===== src/rtl/tle_pkg.sv =====
package tle_pkg;

  // Line geometry
  localparam int LINE_WIDTH = 40;
  localparam int COL_W      = $clog2(LINE_WIDTH);
  localparam int CNT_W      = 6;

  // Queue depths
  localparam int CMDQ_DEPTH = 2;
  localparam int RESQ_DEPTH = 2;

  // Character codes
  localparam logic [7:0] CHAR_NL    = 8'd10;
  localparam logic [7:0] CHAR_BEL   = 8'd7;
  localparam logic [7:0] CHAR_SPACE = 8'd32;
  localparam logic [7:0] CHAR_TILDE = 8'd126;

  // Register reset values
  localparam logic [7:0] EOF_RESET    = 8'd4;
  localparam logic [7:0] ERASE_RESET  = 8'd127;
  localparam logic [7:0] KILL_RESET   = 8'd21;
  localparam logic [7:0] WERASE_RESET = 8'd23;

  typedef enum logic [1:0] {
    REG_EOF    = 2'd0,
    REG_ERASE  = 2'd1,
    REG_KILL   = 2'd2,
    REG_WERASE = 2'd3
  } reg_idx_t;

  typedef enum logic [1:0] {
    KIND_BYTE   = 2'd0,
    KIND_RUBOUT = 2'd1,
    KIND_CLEAR  = 2'd2,
    KIND_EOF    = 2'd3
  } kind_t;

  typedef enum logic [2:0] {
    OP_NEWLINE,
    OP_ERASE,
    OP_KILL,
    OP_WERASE,
    OP_PRINT,
    OP_BELL
  } op_t;

  typedef enum logic [1:0] {
    ST_IDLE,
    ST_SCAN,
    ST_EMIT2
  } back_state_t;

  // Classified keystroke from the front end
  typedef struct packed {
    logic       eof_hit;
    op_t        op;
    logic [7:0] data;
  } cmd_t;

  // One result item
  typedef struct packed {
    kind_t            kind;
    logic [7:0]       data;
    logic [CNT_W-1:0] count;
    logic             last;
  } res_t;

endpackage


===== src/rtl/tle_front.sv =====
module tle_front (
  input  logic          clk,
  input  logic          rst_n,
  input  logic          cfg_we,
  input  logic [1:0]    cfg_index,
  input  logic [7:0]    cfg_data,
  input  logic          push,
  input  logic [7:0]    in_byte,
  output logic          full,
  output logic          cmd_push,
  output tle_pkg::cmd_t cmd_d,
  input  logic          cmd_full
);

  logic [7:0] eof_r, erase_r, kill_r, werase_r;
  logic [7:0] eof_nxt, erase_nxt, kill_nxt, werase_nxt;

  // Decode register writes
  always_comb begin
    eof_nxt    = eof_r;
    erase_nxt  = erase_r;
    kill_nxt   = kill_r;
    werase_nxt = werase_r;
    if (cfg_we) begin
      case (tle_pkg::reg_idx_t'(cfg_index))
        tle_pkg::REG_EOF:    eof_nxt    = cfg_data;
        tle_pkg::REG_ERASE:  erase_nxt  = cfg_data;
        tle_pkg::REG_KILL:   kill_nxt   = cfg_data;
        tle_pkg::REG_WERASE: werase_nxt = cfg_data;
        default: ;
      endcase
    end
  end

  always_ff @(posedge clk) begin
    if (!rst_n) begin
      eof_r    <= tle_pkg::EOF_RESET;
      erase_r  <= tle_pkg::ERASE_RESET;
      kill_r   <= tle_pkg::KILL_RESET;
      werase_r <= tle_pkg::WERASE_RESET;
    end else begin
      eof_r    <= eof_nxt;
      erase_r  <= erase_nxt;
      kill_r   <= kill_nxt;
      werase_r <= werase_nxt;
    end
  end

  // Classify the typed byte; the column-zero test for end of input is left to the back end
  always_comb begin
    cmd_d.eof_hit = (in_byte == eof_r);
    cmd_d.data    = in_byte;
    if (in_byte == tle_pkg::CHAR_NL) begin
      cmd_d.op = tle_pkg::OP_NEWLINE;
    end else if (in_byte == erase_r) begin
      cmd_d.op = tle_pkg::OP_ERASE;
    end else if (in_byte == kill_r) begin
      cmd_d.op = tle_pkg::OP_KILL;
    end else if (in_byte == werase_r) begin
      cmd_d.op = tle_pkg::OP_WERASE;
    end else if (in_byte >= tle_pkg::CHAR_SPACE && in_byte <= tle_pkg::CHAR_TILDE) begin
      cmd_d.op = tle_pkg::OP_PRINT;
    end else begin
      cmd_d.op = tle_pkg::OP_BELL;
    end
  end

  // Transfer into the command queue
  assign full     = cmd_full;
  assign cmd_push = push && !cmd_full;

endmodule


===== src/rtl/tle_cmdq.sv =====
module tle_cmdq (
  input  logic          clk,
  input  logic          rst_n,
  input  logic          push,
  input  tle_pkg::cmd_t din,
  output logic          full,
  input  logic          pop,
  output tle_pkg::cmd_t dout,
  output logic          empty
);

  localparam int DEPTH = tle_pkg::CMDQ_DEPTH;
  localparam int PTR_W = (DEPTH > 1) ? $clog2(DEPTH) : 1;
  localparam int CNT_W = $clog2(DEPTH + 1);

  tle_pkg::cmd_t    mem_r [DEPTH];
  logic [PTR_W-1:0] wr_ptr_r, wr_ptr_nxt;
  logic [PTR_W-1:0] rd_ptr_r, rd_ptr_nxt;
  logic [CNT_W-1:0] count_r, count_nxt;
  logic             do_push, do_pop;

  assign full    = (count_r == CNT_W'(DEPTH));
  assign empty   = (count_r == '0);
  assign do_push = push && !full;
  assign do_pop  = pop && !empty;
  assign dout    = mem_r[rd_ptr_r];

  // Advance pointers and occupancy
  always_comb begin
    wr_ptr_nxt = wr_ptr_r;
    rd_ptr_nxt = rd_ptr_r;
    if (do_push) begin
      wr_ptr_nxt = (wr_ptr_r == PTR_W'(DEPTH - 1)) ? '0 : wr_ptr_r + PTR_W'(1);
    end
    if (do_pop) begin
      rd_ptr_nxt = (rd_ptr_r == PTR_W'(DEPTH - 1)) ? '0 : rd_ptr_r + PTR_W'(1);
    end
    count_nxt = count_r + CNT_W'(do_push) - CNT_W'(do_pop);
  end

  always_ff @(posedge clk) begin
    if (!rst_n) begin
      wr_ptr_r <= '0;
      rd_ptr_r <= '0;
      count_r  <= '0;
    end else begin
      wr_ptr_r <= wr_ptr_nxt;
      rd_ptr_r <= rd_ptr_nxt;
      count_r  <= count_nxt;
    end
  end

  // Hold payload
  always_ff @(posedge clk) begin
    if (do_push) begin
      mem_r[wr_ptr_r] <= din;
    end
  end

endmodule


===== src/rtl/tle_back.sv =====
module tle_back (
  input  logic          clk,
  input  logic          rst_n,
  input  logic          cmd_empty,
  input  tle_pkg::cmd_t cmd,
  output logic          cmd_pop,
  input  logic          res_full,
  output logic          res_push,
  output tle_pkg::res_t res_d
);

  typedef struct packed {
    logic                      found;
    logic [tle_pkg::COL_W-1:0] idx;
  } enc_t;

  // Highest column below limit whose space mark equals want
  function automatic enc_t find_last(input logic [tle_pkg::LINE_WIDTH-1:0] marks,
                                     input logic [tle_pkg::COL_W-1:0]      limit,
                                     input logic                           want);
    enc_t r;
    r.found = 1'b0;
    r.idx   = '0;
    for (int i = 0; i < tle_pkg::LINE_WIDTH; i++) begin
      if (i < int'(limit) && marks[i] == want) begin
        r.found = 1'b1;
        r.idx   = tle_pkg::COL_W'(i);
      end
    end
    return r;
  endfunction

  tle_pkg::back_state_t            state_r, state_nxt;
  logic [tle_pkg::COL_W-1:0]       col_r, col_nxt;
  logic [tle_pkg::COL_W-1:0]       c1_r, c1_nxt;
  logic                            halted_r, halted_nxt;
  logic [tle_pkg::LINE_WIDTH-1:0]  marks_r;
  tle_pkg::res_t                   pend_r, pend_nxt;
  logic                            mark_we;

  logic                            go;
  logic                            col_zero;
  logic                            col_last;
  logic                            eof_now;
  enc_t                            enc1, enc2;
  logic [tle_pkg::COL_W-1:0]       new_col;
  logic [tle_pkg::COL_W-1:0]       wcount;

  assign go       = !cmd_empty && !res_full;
  assign col_zero = (col_r == '0);
  assign col_last = (col_r == tle_pkg::COL_W'(tle_pkg::LINE_WIDTH - 1));
  assign eof_now  = cmd.eof_hit && col_zero;

  // Word erase: first skip trailing spaces, then the word
  assign enc1    = find_last(marks_r, col_r, 1'b0);
  assign enc2    = find_last(marks_r, c1_r, 1'b1);
  assign new_col = enc2.found ? enc2.idx + tle_pkg::COL_W'(1) : '0;
  assign wcount  = col_r - new_col;

  // Next state
  always_comb begin
    state_nxt = state_r;
    case (state_r)
      tle_pkg::ST_IDLE: begin
        if (go && !halted_r && !eof_now) begin
          if (cmd.op == tle_pkg::OP_WERASE) begin
            state_nxt = tle_pkg::ST_SCAN;
          end else if (cmd.op == tle_pkg::OP_PRINT && col_last) begin
            state_nxt = tle_pkg::ST_EMIT2;
          end
        end
      end
      tle_pkg::ST_SCAN: begin
        if (!res_full) begin
          state_nxt = (wcount == '0) ? tle_pkg::ST_IDLE : tle_pkg::ST_EMIT2;
        end
      end
      tle_pkg::ST_EMIT2: begin
        if (!res_full) begin
          state_nxt = tle_pkg::ST_IDLE;
        end
      end
      default: state_nxt = tle_pkg::ST_IDLE;
    endcase
  end

  // Outputs and datapath updates
  always_comb begin
    cmd_pop    = 1'b0;
    res_push   = 1'b0;
    res_d      = '{kind: tle_pkg::KIND_BYTE, data: 8'd0, count: '0, last: 1'b1};
    col_nxt    = col_r;
    c1_nxt     = c1_r;
    halted_nxt = halted_r;
    pend_nxt   = pend_r;
    mark_we    = 1'b0;
    case (state_r)
      tle_pkg::ST_IDLE: begin
        if (go) begin
          cmd_pop = 1'b1;
          if (!halted_r) begin
            if (eof_now) begin
              halted_nxt = 1'b1;
              res_push   = 1'b1;
              res_d.kind = tle_pkg::KIND_EOF;
            end else begin
              case (cmd.op)
                tle_pkg::OP_NEWLINE: begin
                  res_push   = 1'b1;
                  res_d.data = tle_pkg::CHAR_NL;
                  col_nxt    = '0;
                end
                tle_pkg::OP_ERASE: begin
                  if (!col_zero) begin
                    res_push    = 1'b1;
                    res_d.kind  = tle_pkg::KIND_RUBOUT;
                    res_d.count = tle_pkg::CNT_W'(1);
                    col_nxt     = col_r - tle_pkg::COL_W'(1);
                  end
                end
                tle_pkg::OP_KILL: begin
                  if (!col_zero) begin
                    res_push    = 1'b1;
                    res_d.kind  = tle_pkg::KIND_RUBOUT;
                    res_d.count = tle_pkg::CNT_W'(col_r);
                    col_nxt     = '0;
                  end
                end
                tle_pkg::OP_WERASE: begin
                  c1_nxt = enc1.found ? enc1.idx + tle_pkg::COL_W'(1) : '0;
                end
                tle_pkg::OP_PRINT: begin
                  mark_we    = 1'b1;
                  res_push   = 1'b1;
                  res_d.data = cmd.data;
                  if (col_last) begin
                    res_d.last = 1'b0;
                    col_nxt    = '0;
                    pend_nxt   = '{kind: tle_pkg::KIND_BYTE, data: tle_pkg::CHAR_NL,
                                   count: '0, last: 1'b1};
                  end else begin
                    col_nxt = col_r + tle_pkg::COL_W'(1);
                  end
                end
                default: begin
                  res_push   = 1'b1;
                  res_d.data = tle_pkg::CHAR_BEL;
                end
              endcase
            end
          end
        end
      end
      tle_pkg::ST_SCAN: begin
        if (!res_full) begin
          res_push = 1'b1;
          if (wcount == '0) begin
            res_d.kind = tle_pkg::KIND_CLEAR;
          end else begin
            res_d.kind  = tle_pkg::KIND_RUBOUT;
            res_d.count = tle_pkg::CNT_W'(wcount);
            res_d.last  = 1'b0;
            col_nxt     = new_col;
            pend_nxt    = '{kind: tle_pkg::KIND_CLEAR, data: 8'd0, count: '0, last: 1'b1};
          end
        end
      end
      tle_pkg::ST_EMIT2: begin
        if (!res_full) begin
          res_push = 1'b1;
          res_d    = pend_r;
        end
      end
      default: ;
    endcase
  end

  always_ff @(posedge clk) begin
    if (!rst_n) begin
      state_r  <= tle_pkg::ST_IDLE;
      col_r    <= '0;
      halted_r <= 1'b0;
    end else begin
      state_r  <= state_nxt;
      col_r    <= col_nxt;
      halted_r <= halted_nxt;
    end
  end

  // Hold scan column, pending result and space marks
  always_ff @(posedge clk) begin
    c1_r   <= c1_nxt;
    pend_r <= pend_nxt;
    if (mark_we) begin
      marks_r[col_r] <= (cmd.data == tle_pkg::CHAR_SPACE);
    end
  end

endmodule


===== src/rtl/tle_resq.sv =====
module tle_resq (
  input  logic          clk,
  input  logic          rst_n,
  input  logic          push,
  input  tle_pkg::res_t din,
  output logic          full,
  input  logic          pop,
  output tle_pkg::res_t dout,
  output logic          empty
);

  localparam int DEPTH = tle_pkg::RESQ_DEPTH;
  localparam int PTR_W = (DEPTH > 1) ? $clog2(DEPTH) : 1;
  localparam int CNT_W = $clog2(DEPTH + 1);

  tle_pkg::res_t    mem_r [DEPTH];
  logic [PTR_W-1:0] wr_ptr_r, wr_ptr_nxt;
  logic [PTR_W-1:0] rd_ptr_r, rd_ptr_nxt;
  logic [CNT_W-1:0] count_r, count_nxt;
  logic             do_push, do_pop;

  assign full    = (count_r == CNT_W'(DEPTH));
  assign empty   = (count_r == '0);
  assign do_push = push && !full;
  assign do_pop  = pop && !empty;
  assign dout    = mem_r[rd_ptr_r];

  // Advance pointers and occupancy
  always_comb begin
    wr_ptr_nxt = wr_ptr_r;
    rd_ptr_nxt = rd_ptr_r;
    if (do_push) begin
      wr_ptr_nxt = (wr_ptr_r == PTR_W'(DEPTH - 1)) ? '0 : wr_ptr_r + PTR_W'(1);
    end
    if (do_pop) begin
      rd_ptr_nxt = (rd_ptr_r == PTR_W'(DEPTH - 1)) ? '0 : rd_ptr_r + PTR_W'(1);
    end
    count_nxt = count_r + CNT_W'(do_push) - CNT_W'(do_pop);
  end

  always_ff @(posedge clk) begin
    if (!rst_n) begin
      wr_ptr_r <= '0;
      rd_ptr_r <= '0;
      count_r  <= '0;
    end else begin
      wr_ptr_r <= wr_ptr_nxt;
      rd_ptr_r <= rd_ptr_nxt;
      count_r  <= count_nxt;
    end
  end

  // Hold payload
  always_ff @(posedge clk) begin
    if (do_push) begin
      mem_r[wr_ptr_r] <= din;
    end
  end

endmodule


===== src/rtl/terminal_line_editor.sv =====
// Terminal line editor: turns typed bytes into echo, rubout, clear and
// end-of-input results for a console.
// Input channel: drive in_byte with push; the byte transfers on a clock
// edge where push is high and full is low.
// Result channel: while empty is low the oldest result sits on out_kind,
// out_byte, out_rubout_count and out_last; it transfers on an edge where
// pop is high. out_last marks the final result of one typed byte.
// Configuration: cfg_we writes cfg_data into register cfg_index (0 eof,
// 1 erase, 2 kill, 3 word erase) at the clock edge; the user must do so
// only while idle; the block itself does not enforce this.
// A transferred byte is registered in the command queue and its results
// in the result queue; word erase scans the space marks in the idle and
// scan states; its second result and a full line's newline come from ST_EMIT2.
// A two-entry command queue decouples input from the back end, and a
// two-entry result queue decouples the back end from the receiver. When
// pop stays low the result queue fills, the back end stops, and full rises
// once the command queue is full.
// Reset (rst_n low, synchronous): both queues empty, column zero, the
// block not halted, registers at their defaults. After end of input every
// later byte is taken and dropped until reset.
module terminal_line_editor (
  input  logic       clk,
  input  logic       rst_n,
  input  logic       push,
  input  logic [7:0] in_byte,
  output logic       full,
  output logic       empty,
  input  logic       pop,
  output logic [1:0] out_kind,
  output logic [7:0] out_byte,
  output logic [5:0] out_rubout_count,
  output logic       out_last,
  input  logic       cfg_we,
  input  logic [1:0] cfg_index,
  input  logic [7:0] cfg_data
);

  tle_pkg::cmd_t cmd_d, cmd_q;
  logic          cmd_push, cmd_full, cmd_pop, cmd_empty;
  tle_pkg::res_t res_d, res_q;
  logic          res_push, res_full;

  tle_front u_front (
    .clk       (clk),
    .rst_n     (rst_n),
    .cfg_we    (cfg_we),
    .cfg_index (cfg_index),
    .cfg_data  (cfg_data),
    .push      (push),
    .in_byte   (in_byte),
    .full      (full),
    .cmd_push  (cmd_push),
    .cmd_d     (cmd_d),
    .cmd_full  (cmd_full)
  );

  tle_cmdq u_cmdq (
    .clk   (clk),
    .rst_n (rst_n),
    .push  (cmd_push),
    .din   (cmd_d),
    .full  (cmd_full),
    .pop   (cmd_pop),
    .dout  (cmd_q),
    .empty (cmd_empty)
  );

  tle_back u_back (
    .clk       (clk),
    .rst_n     (rst_n),
    .cmd_empty (cmd_empty),
    .cmd       (cmd_q),
    .cmd_pop   (cmd_pop),
    .res_full  (res_full),
    .res_push  (res_push),
    .res_d     (res_d)
  );

  tle_resq u_resq (
    .clk   (clk),
    .rst_n (rst_n),
    .push  (res_push),
    .din   (res_d),
    .full  (res_full),
    .pop   (pop),
    .dout  (res_q),
    .empty (empty)
  );

  // Unpack the head result
  assign out_kind         = res_q.kind;
  assign out_byte         = res_q.data;
  assign out_rubout_count = res_q.count;
  assign out_last         = res_q.last;

endmodule


===== config.mk =====
export PLATFORM = sky130hd
export DESIGN_NAME = terminal_line_editor
export DESIGN_NICKNAME = d
export VERILOG_FILES = /design/src/rtl/tle_pkg.sv /design/src/rtl/tle_front.sv /design/src/rtl/tle_cmdq.sv /design/src/rtl/tle_back.sv /design/src/rtl/tle_resq.sv /design/src/rtl/terminal_line_editor.sv
export SDC_FILE = /design/constraint.sdc
export NUM_CORES = 1
export LEC_CHECK = 0
export CAP_MARGIN = 5
export CELL_PAD_IN_SITES_DETAIL_PLACEMENT = 1
export CELL_PAD_IN_SITES_GLOBAL_PLACEMENT = 1
export CORE_MARGIN = 8
export CORE_UTILIZATION = 45
export DETAILED_ROUTE_END_ITERATION = 12
export DONT_BUFFER_PORTS = 1
export PLACE_DENSITY = 0.85
export SKIP_CTS_REPAIR_TIMING = 1
export SYNTH_ARGS = -nofsm -noshare
export SYNTH_HDL_FRONTEND = slang
export SYNTH_SLANG_ARGS = --single-unit

===== constraint.sdc =====
create_clock -name clk -period 8.74 [get_ports clk]
set_input_delay 0.874 -clock clk [delete_from_list [all_inputs] [get_ports clk]]
set_output_delay 0.874 -clock clk [all_outputs]
set_load 0.05 [all_outputs]

* Word-level counts from Yosys, hierarchy flattened
Memories as Yosys holds them, arrays and structs flattened. A register that Yosys moved wholly into a read port is not among the register bits.
Cells that the tools add are included.
** Word-level totals
- Register bits :: 112
- Memory bits (writable) :: 58
- Input port bits :: 23
- Memories :: 2
** Memory list
- u_resq.mem_r :: words 2, width 17, read ports 1, clocked after Yosys merged registers in 1, write ports 1, line tle_resq.sv:16 : tle_pkg::res_t mem_r [DEPTH];
- u_cmdq.mem_r :: words 2, width 12, read ports 1, clocked after Yosys merged registers in 1, write ports 1, line tle_cmdq.sv:16 : tle_pkg::cmd_t mem_r [DEPTH];
** Operators by class
- Add/sub/neg operators :: 13
- Order comparisons :: 84
- Eq/ne operators :: 31
- Multiplexer cells :: 162
- Bitwise gates (word level) :: 42
- Reduce and logical (&&, ||, !) cells :: 118
** Operator list (number)
- 7-bit two-way mux :: 82
- 5-bit by 6-bit < comparator with 1-bit output, first input constant :: 32
- 17-bit two-way mux :: 10
- 4-bit by 6-bit < comparator with 1-bit output, first input constant :: 16
- 6-bit < comparator, first input constant :: 16
- 1-bit logical AND :: 92
- 6-bit two-way mux :: 10
- 3-bit by 6-bit < comparator with 1-bit output, first input constant :: 8
- 1-bit inverter :: 42
- 40-bit bitwise mux :: 1
- 17-bit case mux with 2 select lines :: 1
- 8-bit == test :: 4
- 1-bit two-way mux :: 32
- 1-bit by 6-bit < comparator with 1-bit output, first input constant :: 4
- 2-bit by 6-bit < comparator with 1-bit output, first input constant :: 4
- 6-bit case mux with 2 select lines :: 2
- 6-bit case mux with 4 select lines :: 1
- 8-bit case mux with 3 select lines :: 1
- 7-bit case mux with 3 select lines :: 1
- 2-bit two-way mux :: 10
- 6-bit by 1-bit adder with 6-bit output, second input constant :: 3
- 8-bit case mux with 2 select lines :: 1
- 15-bit two-way mux :: 1
- 6-bit logical NOT :: 2
- 37 further kinds :: 74

* Longest topological paths before layout
Gate-level depths: netlist (run 1).
- Depth after elaboration :: 49
- Depth in mapped cells :: 24

* Modules after synthesis
A second synthesis (run 1) with hierarchy kept.
** Second synthesis, totals
- Cells, all modules :: 1066
- Area, all modules :: 9958.3 um^2
** By module, submodules not included
- tle_back :: times used 1, cells an instance 722, area an instance 5539.1 um^2, seq. area each 1621.6 um^2
- tle_front :: times used 1, cells an instance 200, area an instance 1800.5 um^2, seq. area each 640.6 um^2
- tle_resq :: times used 1, cells an instance 80, area an instance 1515.2 um^2, seq. area each 1121.1 um^2
- tle_cmdq :: times used 1, cells an instance 64, area an instance 1103.6 um^2, seq. area each 820.8 um^2

* Worst setup path after synthesis (run 1)
OpenSTA, ideal clock, no wires.
- Kind :: reg-to-reg
- Start :: register u_back.c1_r[3] (netlist bit)
- End :: register u_back.pend_r[16] (netlist bit), enable pin
- Setup time :: 248 ps
- Arrival time :: 4305 ps
- Data required time :: 8492 ps
- Path slack :: 4187 ps
- Cell stages (with the launch flop) :: 22
- Buffers on the path :: 2
- Cells stage by stage :: edfxtp_1 > buf_2 > buf_4 > o21a_1 > o221ai_1 > o211a_1 > or4b_2 > nor2_1 > nand4_1 > and2_1 > inv_1 > ha_1 > nor2b_1 > o21ai_0 > nand2b_1 > a21o_1 > a21o_1 > xor2_1 > xnor2_2 > or2_1 > a21o_1 > and3_1
** Between the ends
- Cells in the longest elaborated chain, start to end :: 47
- Elaborated cells between the ends (all ways) :: 126
- Classes of those cells :: add/sub: 2; order compare: 40; eq/ne: 1; mux: 41; reduce/logical: 42
** Ends and longest elaborated chain
- start, declared :: line tle_back.sv:35 : logic [tle_pkg::COL_W-1:0] c1_r, c1_nxt;
- start signal, assigned :: line tle_back.sv:192 : c1_r <= c1_nxt;
- 1-bit by 6-bit < comparator with 1-bit output :: line tle_back.sv:25 : if (i < int'(limit) && marks[i] == want) begin
- 1-bit logical AND :: line tle_back.sv:25
- 7-bit two-way mux (38 in series) :: line tle_back.sv:25
- 7-bit two-way mux (*) :: line tle_back.sv:25
- 6-bit by 1-bit adder with 6-bit output or 7-bit two-way mux (tied branches) :: line tle_back.sv:57, tle_back.sv:25
- 6-bit two-way mux (*) :: line tle_back.sv:57 : assign new_col = enc2.found ? enc2.idx + tle_pkg::COL_W'(1) : '0;
- 6-bit subtractor (*) :: line tle_back.sv:58 : assign wcount = col_r - new_col;
- 6-bit logical NOT (*) :: line tle_back.sv:157 : if (wcount == '0) begin
- 2-bit != test (no source line) (*)
- 8-bit AND reduction (no source line) (*)
- end signal, assigned :: line tle_back.sv:193 : pend_r <= pend_nxt;
- end, declared :: line tle_back.sv:38 : tle_pkg::res_t pend_r, pend_nxt;
Mark *: on every way between the ends. The rest lies on a longest branch, timed or not.
A chain may end at the register's enable or synchronous reset.

* Final worst setup path (run 1)
- Start :: register u_back.c1_r[2] (netlist bit)
- End :: register u_back.col_r[2] (netlist bit)
** Between the ends
- Cells in the longest elaborated chain, start to end :: 47
- Elaborated cells between the ends (all ways) :: 129
- Classes of those cells :: add/sub: 2; order compare: 40; eq/ne: 1; mux: 44; reduce/logical: 42
** Ends and longest elaborated chain
- 1-bit by 6-bit < comparator with 1-bit output :: line tle_back.sv:25
- 1-bit logical AND :: line tle_back.sv:25
- 7-bit two-way mux (38 in series) :: line tle_back.sv:25
- 7-bit two-way mux (*) :: line tle_back.sv:25
- 6-bit by 1-bit adder with 6-bit output or 7-bit two-way mux (tied branches) :: line tle_back.sv:57, tle_back.sv:25
- 6-bit two-way mux (*) :: line tle_back.sv:57
- 6-bit subtractor :: line tle_back.sv:58
- 6-bit logical NOT :: line tle_back.sv:157
- 2-bit != test (no source line)
- 9-bit AND reduction (no source line)
- end signal, assigned :: line tle_back.sv:185 : col_r <= col_nxt;
- end, declared :: line tle_back.sv:34 : logic [tle_pkg::COL_W-1:0] col_r, col_nxt;
Mark *: on every way between the ends. The rest lies on a longest branch, timed or not. The select of a mux whose other input is x is not followed.

==> flow_summary.toml, run 1 <==
[global_routing]
grt_busiest_layer = "met2"
grt_pass1_vias = 8536
grt_usage_pct = 23.4
grtUsageMet1_pct = 30.5
antenna_found_initial = 0
grt_pass1_wl_um = 48700
overflow = 0
met3_usage_pct = 4.25
grt_max_degree = 41
grt.met2_usage_pct = 38.6

[setup_path]
cp_max_fo = 27
slowest_stage = "edfxtp_1"
path_delay_family = "simple AND/OR/NAND/NOR gates"
critPathCaptureType = "register"
r2r-start = "u_back.c1_r[2]"
cp-startpoint = "u_back.c1_r[2]"
crit_type = "register to register"
cpPeakStageDelay_ns = 0.94
crit_cells = 19
critPathCapture = "u_back.col_r[2]"
cp.required_ns = 9.07
path_cells = "nand4bb_1 -> o221ai_1 -> o211a_1 -> or4b_2 -> nor2_1 -> nand4_1 -> nor2b_1 -> ha_1 -> fa_1 -> inv_1 -> a21o_1 -> a21oi_1 -> xnor2_1 -> nor2_1 -> nand4_1 -> a32o_1 -> a21oi_2 -> nor3_1 -> a211oi_1"
cp.buffers_inverters = 1
regToRegEndpoint = "u_back.col_r[2]"
r2r_cells = 19
worstPathArrival_ns = 6.00
ff2ff_setup_slack_ns = 3.08
start_kind = "register"

[yosys]
async_flop_share_pct = 0
yosys.area.top_type = "edfxtp_1"
dominantRegCellSynth = "edfxtp_1"
yosys_register_bits = 157
synth_area_sq_um = 9680
synth.distinct_cells = 83
synth_nets = 1124
synth.most_common_cell = "nor2_1"
yosysTopAreaCellShare_pct = 32.9
synthCells = 1082
yosysWarnings = 0
ys_top_cells_by_area = "edfxtp_1, dfxtp_1, nor2_1"
syn_area_per_cell_sq_um = 8.94
yosys-top-cells-count = "nor2_1, nand2_1, edfxtp_1"
seq_area_frac_synth_pct = 43.4
synth_edf_count = 106

[sta]
fin_crit_ns = 5.66
setup_viol = 0
clock.fmax_ghz = 0.177
holdWs_ns = 0.468
report.final.slew_viol_count = 0
clock_skew_ns = 0.0188
relSlewSlack_pct = 17.0
finalHoldViolCount = 0
finalCritPeriodShare_pct = 64.8
tns_ns = 0
rsz0062_at_grt = "false"
worst_pin_slew_ns = 1.24
fin_ws_ns = 3.08

[min_path]
hp-class = "register to register"

[route]
drt_pre_antenna_iters = 5
drt_iter0_drc = 668
wl_per_cell_um = 23.0
drc = 0
via_per_inst = 6.29
via_count = 8385
final_antenna_net_count = 0
routed_wl_um = 30700

[clock_tree]
cts_root_buf = "clkbuf_16"
insertion_delay_ns = 0.45
cts_buffer_depth = 2
cts_buffers = 17
htreeDepth = 4
clk_pin_slew_ns = 0.07
clock-sinks = 157
cts_tree = "yes"

[placement]
post-dp-hpwl_um = 22100
dpl_cell_area_sq_um = 9800
port_buffers = 0
gp_congestion = 0.941
placed_cells = 1302
post-place-ws_ns = 3.42

[die]
fp.dieW_um = 163
dieArea_sq_um = 26500
initial_core_util_pct = 45.9
fp-row-count = 53
ioPinCount = 42
die_y_um = 163
core_sq_um = 21100

[finish]
final_util_pct = 49.5
layout.cells.non_filler = 1334
final_area_sq_um = 10400
syn_to_final_growth_pct = 7.81
drive_gt1_share_pct = 8.40
n_antenna_cell = 0
nNetsFinal = 1088

[power_and_ir_drop]
p_comb_share_pct = 36.3
p_clk_share_pct = 28.0
power.internal_mw = 1.66
switching_share_pct = 41.6
p_sw_mw = 1.18
peakVddDrop_uv = 182
power.total_mw = 2.84
pwr-share-seq_pct = 35.7
leakage_nw = 3.61
power_density_nw_per_um2 = 273

[outcome]
status = "finished, final reports clean"

[job]
maxCapViolations = 0
==> layout make-up <==
type	count	area, sq um
well taps	275	344
repair buffers	8	60.1
clock inverters	15	206
flip-flops and latches	157	4200
multi-input cells	831	5080
clock buffers	17	425
fillers	2458	10700
inverters	31	116
==> layer usage <==
| metal | part of all wire, % | vias up |
|---|---|---|
| met3 | 5.9 | 61 |
| met1 | 44 | 4162 |
| met4 | 2.4 | 0 |
| met2 | 48 | 279 |
| li1 | - | 3883 |
| met5 | 0 | - |
==> how the worst min path moves through the flow <==
stage,startpoint,endpoint,slack [ns],cells past startpoint
floorplan,u_front.erase_r[7],u_front.erase_r[7],0.45,2
global placement,u_front.kill_r[1],u_front.kill_r[1],0.45,2
detailed placement,u_front.kill_r[6],u_front.kill_r[6],0.46,2
CTS,u_front.kill_r[6],u_front.kill_r[6],0.47,2
global route,rst_n,u_front.werase_r[1],0.48,1
finish,u_front.kill_r[6],u_front.kill_r[6],0.47,2
==> power groups by stage <==
stage	logic (mW)	clock network [mW]	registers (mW)
after floorplan	0.824	0	0.980
after global placement	0.977	0	1.02
after detailed placement	1.01	0	1.03
after CTS	1.03	0.800	1.02
after global routing	1.11	0.823	1.03
final	1.03	0.795	1.02
==> registers in the layout (all words and copies together) (netlist names), 2 cells and up, named ones only <==
signal,flops
u_resq.count_r,2
u_back.state_r,2
u_back.marks_r,40
u_resq.mem_r,34
u_front.erase_r,8
u_cmdq.mem_r,24
u_front.eof_r,8
u_back.col_r,6
u_front.werase_r,8
u_back.c1_r,6
u_back.pend_r,2
u_cmdq.count_r,2
u_front.kill_r,8
==> layout by cell type, fill, tap and decap left out, types with 10 or more instances in the layout <==
cell type	n
xnor2_1	23
o22ai_1	18
a21oi_1	78
ha_1	18
nor2_1	148
mux2_2	22
nor4_1	11
inv_1	29
nand2_1	120
nor3_1	17
o21a_1	10
clkbuf_16	17
o211ai_1	11
nand3_1	36
nor2b_1	16
edfxtp_1	106
o31ai_1	10
xor2_1	26
o21ai_0	63
dfxtp_1	51
nand2b_1	13
mux2i_1	19
and2_1	11
==> worst register-to-register path, delay by kind of cell (launching register included) <==
family	cells	cell delay, ns
XOR/XNOR	1	0.16
adder cells (fa/ha/maj)	2	0.66
flip-flops	1	0.94
AND/OR/NAND/NOR	8	1.97
buffers and inverters	1	0.08
AO/OA/AOI/OAI	7	1.74
==> cells by family (layout without fill, tap and decap cells) <==
| kind of cell | Yosys count | in the layout | synth area share, % |
|---|---|---|---|
| XOR/XNOR | 50 | 50 | 4.60 |
| buffers and inverters | 94 | 71 | 4.12 |
| multiplexers | 41 | 41 | 4.53 |
| AND/OR/NAND/NOR | 426 | 426 | 20.6 |
| AO/OA/AOI/OAI | 294 | 294 | 20.1 |
| flip-flops | 157 | 157 | 43.4 |
| adder cells (fa/ha/maj) | 20 | 20 | 2.64 |
Note: power is estimated with default switching activity, not from simulation.
==> inputs of run 2 (changes only) <==
--- a/config.mk
+++ b/config.mk
@@ -12,7 +12,7 @@
 export CORE_UTILIZATION = 45
 export DETAILED_ROUTE_END_ITERATION = 12
 export DONT_BUFFER_PORTS = 1
-export PLACE_DENSITY = 0.85
+export PLACE_DENSITY = 0.88
 export SKIP_CTS_REPAIR_TIMING = 1
 export SYNTH_ARGS = -nofsm -noshare
 export SYNTH_HDL_FRONTEND = slang
==> constraint.sdc (replaced) <==
create_clock -name clk -period 4.9 [get_ports clk]
set_input_delay 0.49 -clock clk [delete_from_list [all_inputs] [get_ports clk]]
set_output_delay 0.49 -clock clk [all_outputs]
set_load 0.05 [all_outputs]
==> run 2 against run 1 <==
- the run now ends with setup timing left
- largest cell class unchanged
- worst setup slack worse by 3.5 ns
- first-iteration DRC count is 34% higher
- sequential share of layout area is 2.6 points lower
- register-to-register slack worse by 3.5 ns
- largest power group unchanged
==> flow_summary.toml, run 2 (same netlist as run 1, synthesis figures left out) <==
[die]
fp.dieW_um = 163
fp-row-count = 53
dieArea_sq_um = 26500
core_sq_um = 21100
ioPinCount = 42
initial_core_util_pct = 45.9
die_y_um = 163

[setup_path]
start_kind = "register"
path_delay_family = "compound AO/OA/AOI/OAI gates"
cp.buffers_inverters = 2
cp.required_ns = 5.07
cp-startpoint = "u_back.c1_r[3]"
worstPathArrival_ns = 5.52
r2r_cells = 17
regToRegEndpoint = "u_back.pend_r[8]"
ff2ff_setup_slack_ns = -0.45
path_cells = "buf_12 -> clkbuf_2 -> a21oi_1 -> or3_1 -> nor3b_1 -> a31oi_1 -> o21ai_0 -> a21boi_0 -> xor2_1 -> ha_1 -> a21o_1 -> a21o_1 -> xor2_2 -> xnor2_2 -> or2_4 -> a21o_1 -> and3_4"
slowest_stage = "o21ai_0"
cpPeakStageDelay_ns = 0.51
crit_type = "register to register"
cp_max_fo = 5
critPathCaptureType = "register"
cp_common_cell = "a21o_1"
r2r-start = "u_back.c1_r[3]"

[sta]
finalCritPeriodShare_pct = 109
finalHoldViolCount = 0
fin_ws_ns = -0.449
clock.fmax_ghz = 0.187
fin_crit_ns = 5.35
worst_pin_slew_ns = 1.29
setup_viol = 17
report.final.slew_viol_count = 0
clock_skew_ns = 0.0184
rsz0062_at_grt = "true"
relSlewSlack_pct = 13.8

[clock_tree]
clk_pin_slew_ns = 0.08
insertion_delay_ns = 0.45
cts_root_buf = "clkbuf_16"
clock-sinks = 157
cts_tree = "yes"
cts_buffers = 17
htreeDepth = 4
cts_buffer_depth = 2

[route]
wl_per_cell_um = 25.2
routed_wl_um = 35000
final_antenna_net_count = 0
drc = 0
via_per_inst = 6.59
drt_iter0_drc = 897
drt_pre_antenna_iters = 6
via_count = 9160

[finish]
layout_common_cells = "nor2_1, nand2_1, edfxtp_1"
top_register = "u_back.marks_r"
top_regs = "u_back.marks_r (40), u_resq.mem_r (34), u_cmdq.mem_r (24)"
layout_commonest_cell = "nor2_1"
largest_register_ffs = 40
n_antenna_cell = 0
syn_to_final_growth_pct = 15.1
nNetsFinal = 1143
drive_gt1_share_pct = 16.1
layout.cells.non_filler = 1389

[global_routing]
antenna_found_initial = 0
grt_pass1_wl_um = 50700
grt_usage_pct = 24.5
grt_pass1_vias = 8967
grt_max_degree = 41
overflow = 0

[min_path]
hp-class = "primary input to register"
holdPathEnd = "u_front.werase_r[2]"
min_path_cells = 1
hold_path_startpoint = "rst_n"

[outcome]
violations = "setup timing"
status = "complete, but fails checks"

[placement]
gp_congestion = 0.931
port_buffers = 0
post-dp-hpwl_um = 23600
post-place-ws_ns = -0.202
placed_cells = 1337

[power_and_ir_drop]
peakVddDrop_uv = 264
leakage_nw = 3.94
power_density_nw_per_um2 = 477

[job]
maxCapViolations = 0
-- run 2: changes by cell type in the layout (fill, tap and decap cells not counted), moves of 3 or more --
cell	change
ha_4	+3
clkinv_8	-3
ha_1	-4
a21oi_1	-5
buf_4	+47
a211oi_2	+4
clkbuf_16	+3
a21oi_4	+3
buf_6	+3
a211oi_1	-4
-- run 2: worst max-delay path by stage --
stage	end	slack, ns	depth (start not counted)
6_report	u_back.pend_r[8]	-0.45	17
2_1_floorplan	u_back.pend_r[16]	0.35	21
5_1_grt	u_back.pend_r[8]	-0.52	17
4_1_cts	u_back.col_r[2]	-0.39	21
3_3_place_gp	u_back.col_r[1]	0.1	20
3_5_place_dp	u_back.col_r[0]	-0.20	21
-- run 2: final cells by class --
cell class	instances	area, sq um
timing repair buffer	63	522
tap	275	344
fill	2404	9950
sequential	157	4200
multi-input combinational	831	5330
inverter	31	119
clock buffer	20	479
clock inverter	12	136
-- run 2: routing by layer --
| layer | up-vias | wire [um] | track usage [%] |
|---|---|---|---|
| met4 | 0 | 1170 | 8.88 |
| li1 | 3982 | - | - |
| met2 | 511 | 16700 | 40.3 |
| met5 | - | 0 | 0 |
| met3 | 108 | 3250 | 6.29 |
| met1 | 4559 | 13900 | 30.5 |
-- run 2: stage by stage --
step / area, sq um / total power [mW] / hold slack, ns / util [%] / TNS [ns]
global placement: 10100 / 3.62 / 0.455 / 47.8 / 0
global route: 11100 / 5.49 / 0.110 / 52.8 / -6.50
finish: 11100 / 5.31 / 0.117 / 52.8 / -5.20
CTS: 10700 / 5.16 / 0.107 / 50.8 / -2.23
floorplan: 9680 / 3.22 / 0.448 / - / 0
detailed placement: 10100 / 3.72 / 0.460 / 47.8 / -1.01
-- run 2: report_power, final --
group | total, mW | switching [mW] | internal [mW]
clock | 1.43 | 0.644 | 0.783
combinational | 2.07 | 1.42 | 0.647
sequential | 1.81 | 0.149 | 1.67
==> inputs of run 3 (changes only) <==
--- a/config.mk
+++ b/config.mk
@@ -13,6 +13,7 @@
 export DETAILED_ROUTE_END_ITERATION = 12
 export DONT_BUFFER_PORTS = 1
 export PLACE_DENSITY = 0.88
+export SETUP_SLACK_MARGIN = 0.05
 export SKIP_CTS_REPAIR_TIMING = 1
 export SYNTH_ARGS = -nofsm -noshare
 export SYNTH_HDL_FRONTEND = slang
==> constraint.sdc (replaced) <==
create_clock -name clk -period 4.9 [get_ports clk]
set_input_delay 0.49 -clock clk [delete_from_list [all_inputs] [get_ports clk]]
set_output_delay 0.49 -clock clk [all_outputs]
set_load 0.02 [all_outputs]
==> run 3 against run 2 <==
- the flow still finishes with violations (setup timing)
- count of clock-buffer cells in the layout unchanged
- utilization decreased by 0.16 points
- clock skew decreased by 0.0031 ns
- largest cell class unchanged
- largest power group unchanged
==> flow_summary.toml, run 3 (same netlist as run 1, synthesis figures left out) <==
[setup_path]
cp_common_cell = "a21o_1"
slowest_stage = "o21ai_0"
r2r_cells = 17
critPathCapture = "u_back.pend_r[8]"
r2r-start = "u_back.c1_r[4]"
worstPathArrival_ns = 5.41
regToRegEndpoint = "u_back.pend_r[8]"
ff2ff_setup_slack_ns = -0.35
cpPeakStageDelay_ns = 0.53
start_kind = "register"
cp_max_fo = 10
cp-startpoint = "u_back.c1_r[4]"
cp.required_ns = 5.07
crit_type = "register to register"
path_cells = "buf_4 -> or2_2 -> o2bb2ai_1 -> nand4b_1 -> o2111ai_1 -> a31oi_1 -> o21ai_0 -> a21boi_0 -> xor2_1 -> ha_1 -> a21o_1 -> a21o_1 -> xor2_2 -> xnor2_2 -> or2_4 -> a21o_1 -> and3_4"
critPathCaptureType = "register"

[power_and_ir_drop]
peakVddDrop_uv = 249
p_sw_mw = 1.99
switching_share_pct = 39.2
power.internal_mw = 3.08
pwr-share-seq_pct = 35.7
p_clk_share_pct = 27.9
p_comb_share_pct = 36.3
power_density_nw_per_um2 = 457
leakage_nw = 3.93

[sta]
worst_pin_slew_ns = 1.26
report.final.slew_viol_count = 0
finalHoldViolCount = 0
finalCritPeriodShare_pct = 107
setup_viol = 17
rsz0062_at_grt = "true"
clock_skew_ns = 0.0153
clock.fmax_ghz = 0.191
fin_crit_ns = 5.25
fin_ws_ns = -0.346
holdWs_ns = 0.116
relSlewSlack_pct = 15.7

[route]
final_antenna_net_count = 0
wl_met1_um = 14100
routed_wl_um = 34500
topRoutingLayerUsed = "met4"
wl_met3_um = 2900
via_count = 9035
drc = 0
via_per_inst = 6.50
wl_per_cell_um = 24.9
wl_met2_um = 16500
drt_pre_antenna_iters = 6
drt_iter0_drc = 907

[clock_tree]
cts_root_buf = "clkbuf_16"
insertion_delay_ns = 0.44
htreeDepth = 4
clk_pin_slew_ns = 0.08
cts_tree = "yes"
cts_buffers = 17
clock-sinks = 157
cts_buffer_depth = 2

[die]
core_sq_um = 21100
dieArea_sq_um = 26500
die_y_um = 163
ioPinCount = 42
fp.dieW_um = 163
initial_core_util_pct = 45.9
fp-row-count = 53

[min_path]
hp-class = "primary input to register"

[global_routing]
antenna_found_initial = 0
grt_max_degree = 41
overflow = 0
grt_usage_pct = 24.5
grt_pass1_vias = 8967
grt_pass1_wl_um = 50700

[outcome]
violations = "setup timing"
status = "complete, but fails checks"

[finish]
drive_gt1_share_pct = 15.5
top_regs = "u_back.marks_r (40), u_resq.mem_r (34), u_cmdq.mem_r (24)"
layout_common_cells = "nor2_1, nand2_1, edfxtp_1"
final_area_sq_um = 11100
largest_register_ffs = 40
n_antenna_cell = 0
syn_to_final_growth_pct = 14.8
top_register = "u_back.marks_r"
layout_commonest_cell = "nor2_1"
nNetsFinal = 1143

[placement]
dpl_cell_area_sq_um = 10100
port_buffers = 0
gp_congestion = 0.931
post-dp-hpwl_um = 23600

[job]
maxCapViolations = 0
==> run 3: how the worst min path moves through the flow <==
stage	slack [ns]	to	depth (start not counted)	from
6_report	0.12	u_front.werase_r[2]	1	rst_n
5_1_grt	0.11	u_front.werase_r[2]	1	rst_n
4_1_cts	0.11	u_front.werase_r[2]	1	rst_n
3_5_place_dp	0.46	u_front.kill_r[5]	2	u_front.kill_r[5]
3_3_place_gp	0.45	u_front.kill_r[5]	2	u_front.kill_r[5]
2_1_floorplan	0.45	u_front.erase_r[7]	2	u_front.erase_r[7]
==> run 3: power groups by stage <==
stage	registers [mW]	logic [mW]	clock network, mW
final	1.81	1.84	1.42
after global routing	1.83	1.96	1.46
after CTS	1.81	1.73	1.42
after detailed placement	1.83	1.68	0
after global placement	1.81	1.60	0
after floorplan	1.75	1.26	0
==> run 3: critical path: cells and delay by family, from the launching register on <==
kind / cells / cell delay, ns
and+or+nand+nor: 4 / 1.05
buffers and inverters: 1 / 0.23
AOI/OAI and AO/OA: 8 / 2.10
DFF: 1 / 0.52
adders and majority gates: 1 / 0.33
xor gates and xnor gates: 3 / 0.75
==> run 3: layout make-up <==
type	instances	area (sq um)
fillers	2423	9980
multi-input cells	831	5300
flip-flops and latches	157	4200
repair buffers	63	522
clock buffers	20	479
well taps	275	344
clock inverters	12	136
inverters	31	119
==> run 3: layer usage <==
| layer | up-vias | global-route usage, % |
|---|---|---|
| met5 | - | 0 |
| met4 | 0 | 8.88 |
| met3 | 84 | 6.29 |
| met2 | 428 | 40.3 |
| met1 | 4541 | 30.5 |
| li1 | 3982 | - |
==> run 3: through the flow <==
stage | power, mW | setup TNS, ns | worst slack (ns) | std cells | util [%]
finish | 5.08 | -3.77 | -0.346 | 1389 | 52.7
global route | 5.25 | -7.38 | -0.547 | 1389 | 52.7
CTS | 4.95 | -2.23 | -0.391 | 1369 | 50.8
detailed placement | 3.52 | -1.01 | -0.202 | 1337 | 47.8
global placement | 3.41 | 0 | 0.0977 | 1337 | 47.8
floorplan | 3.01 | 0 | 0.347 | 1082 | -
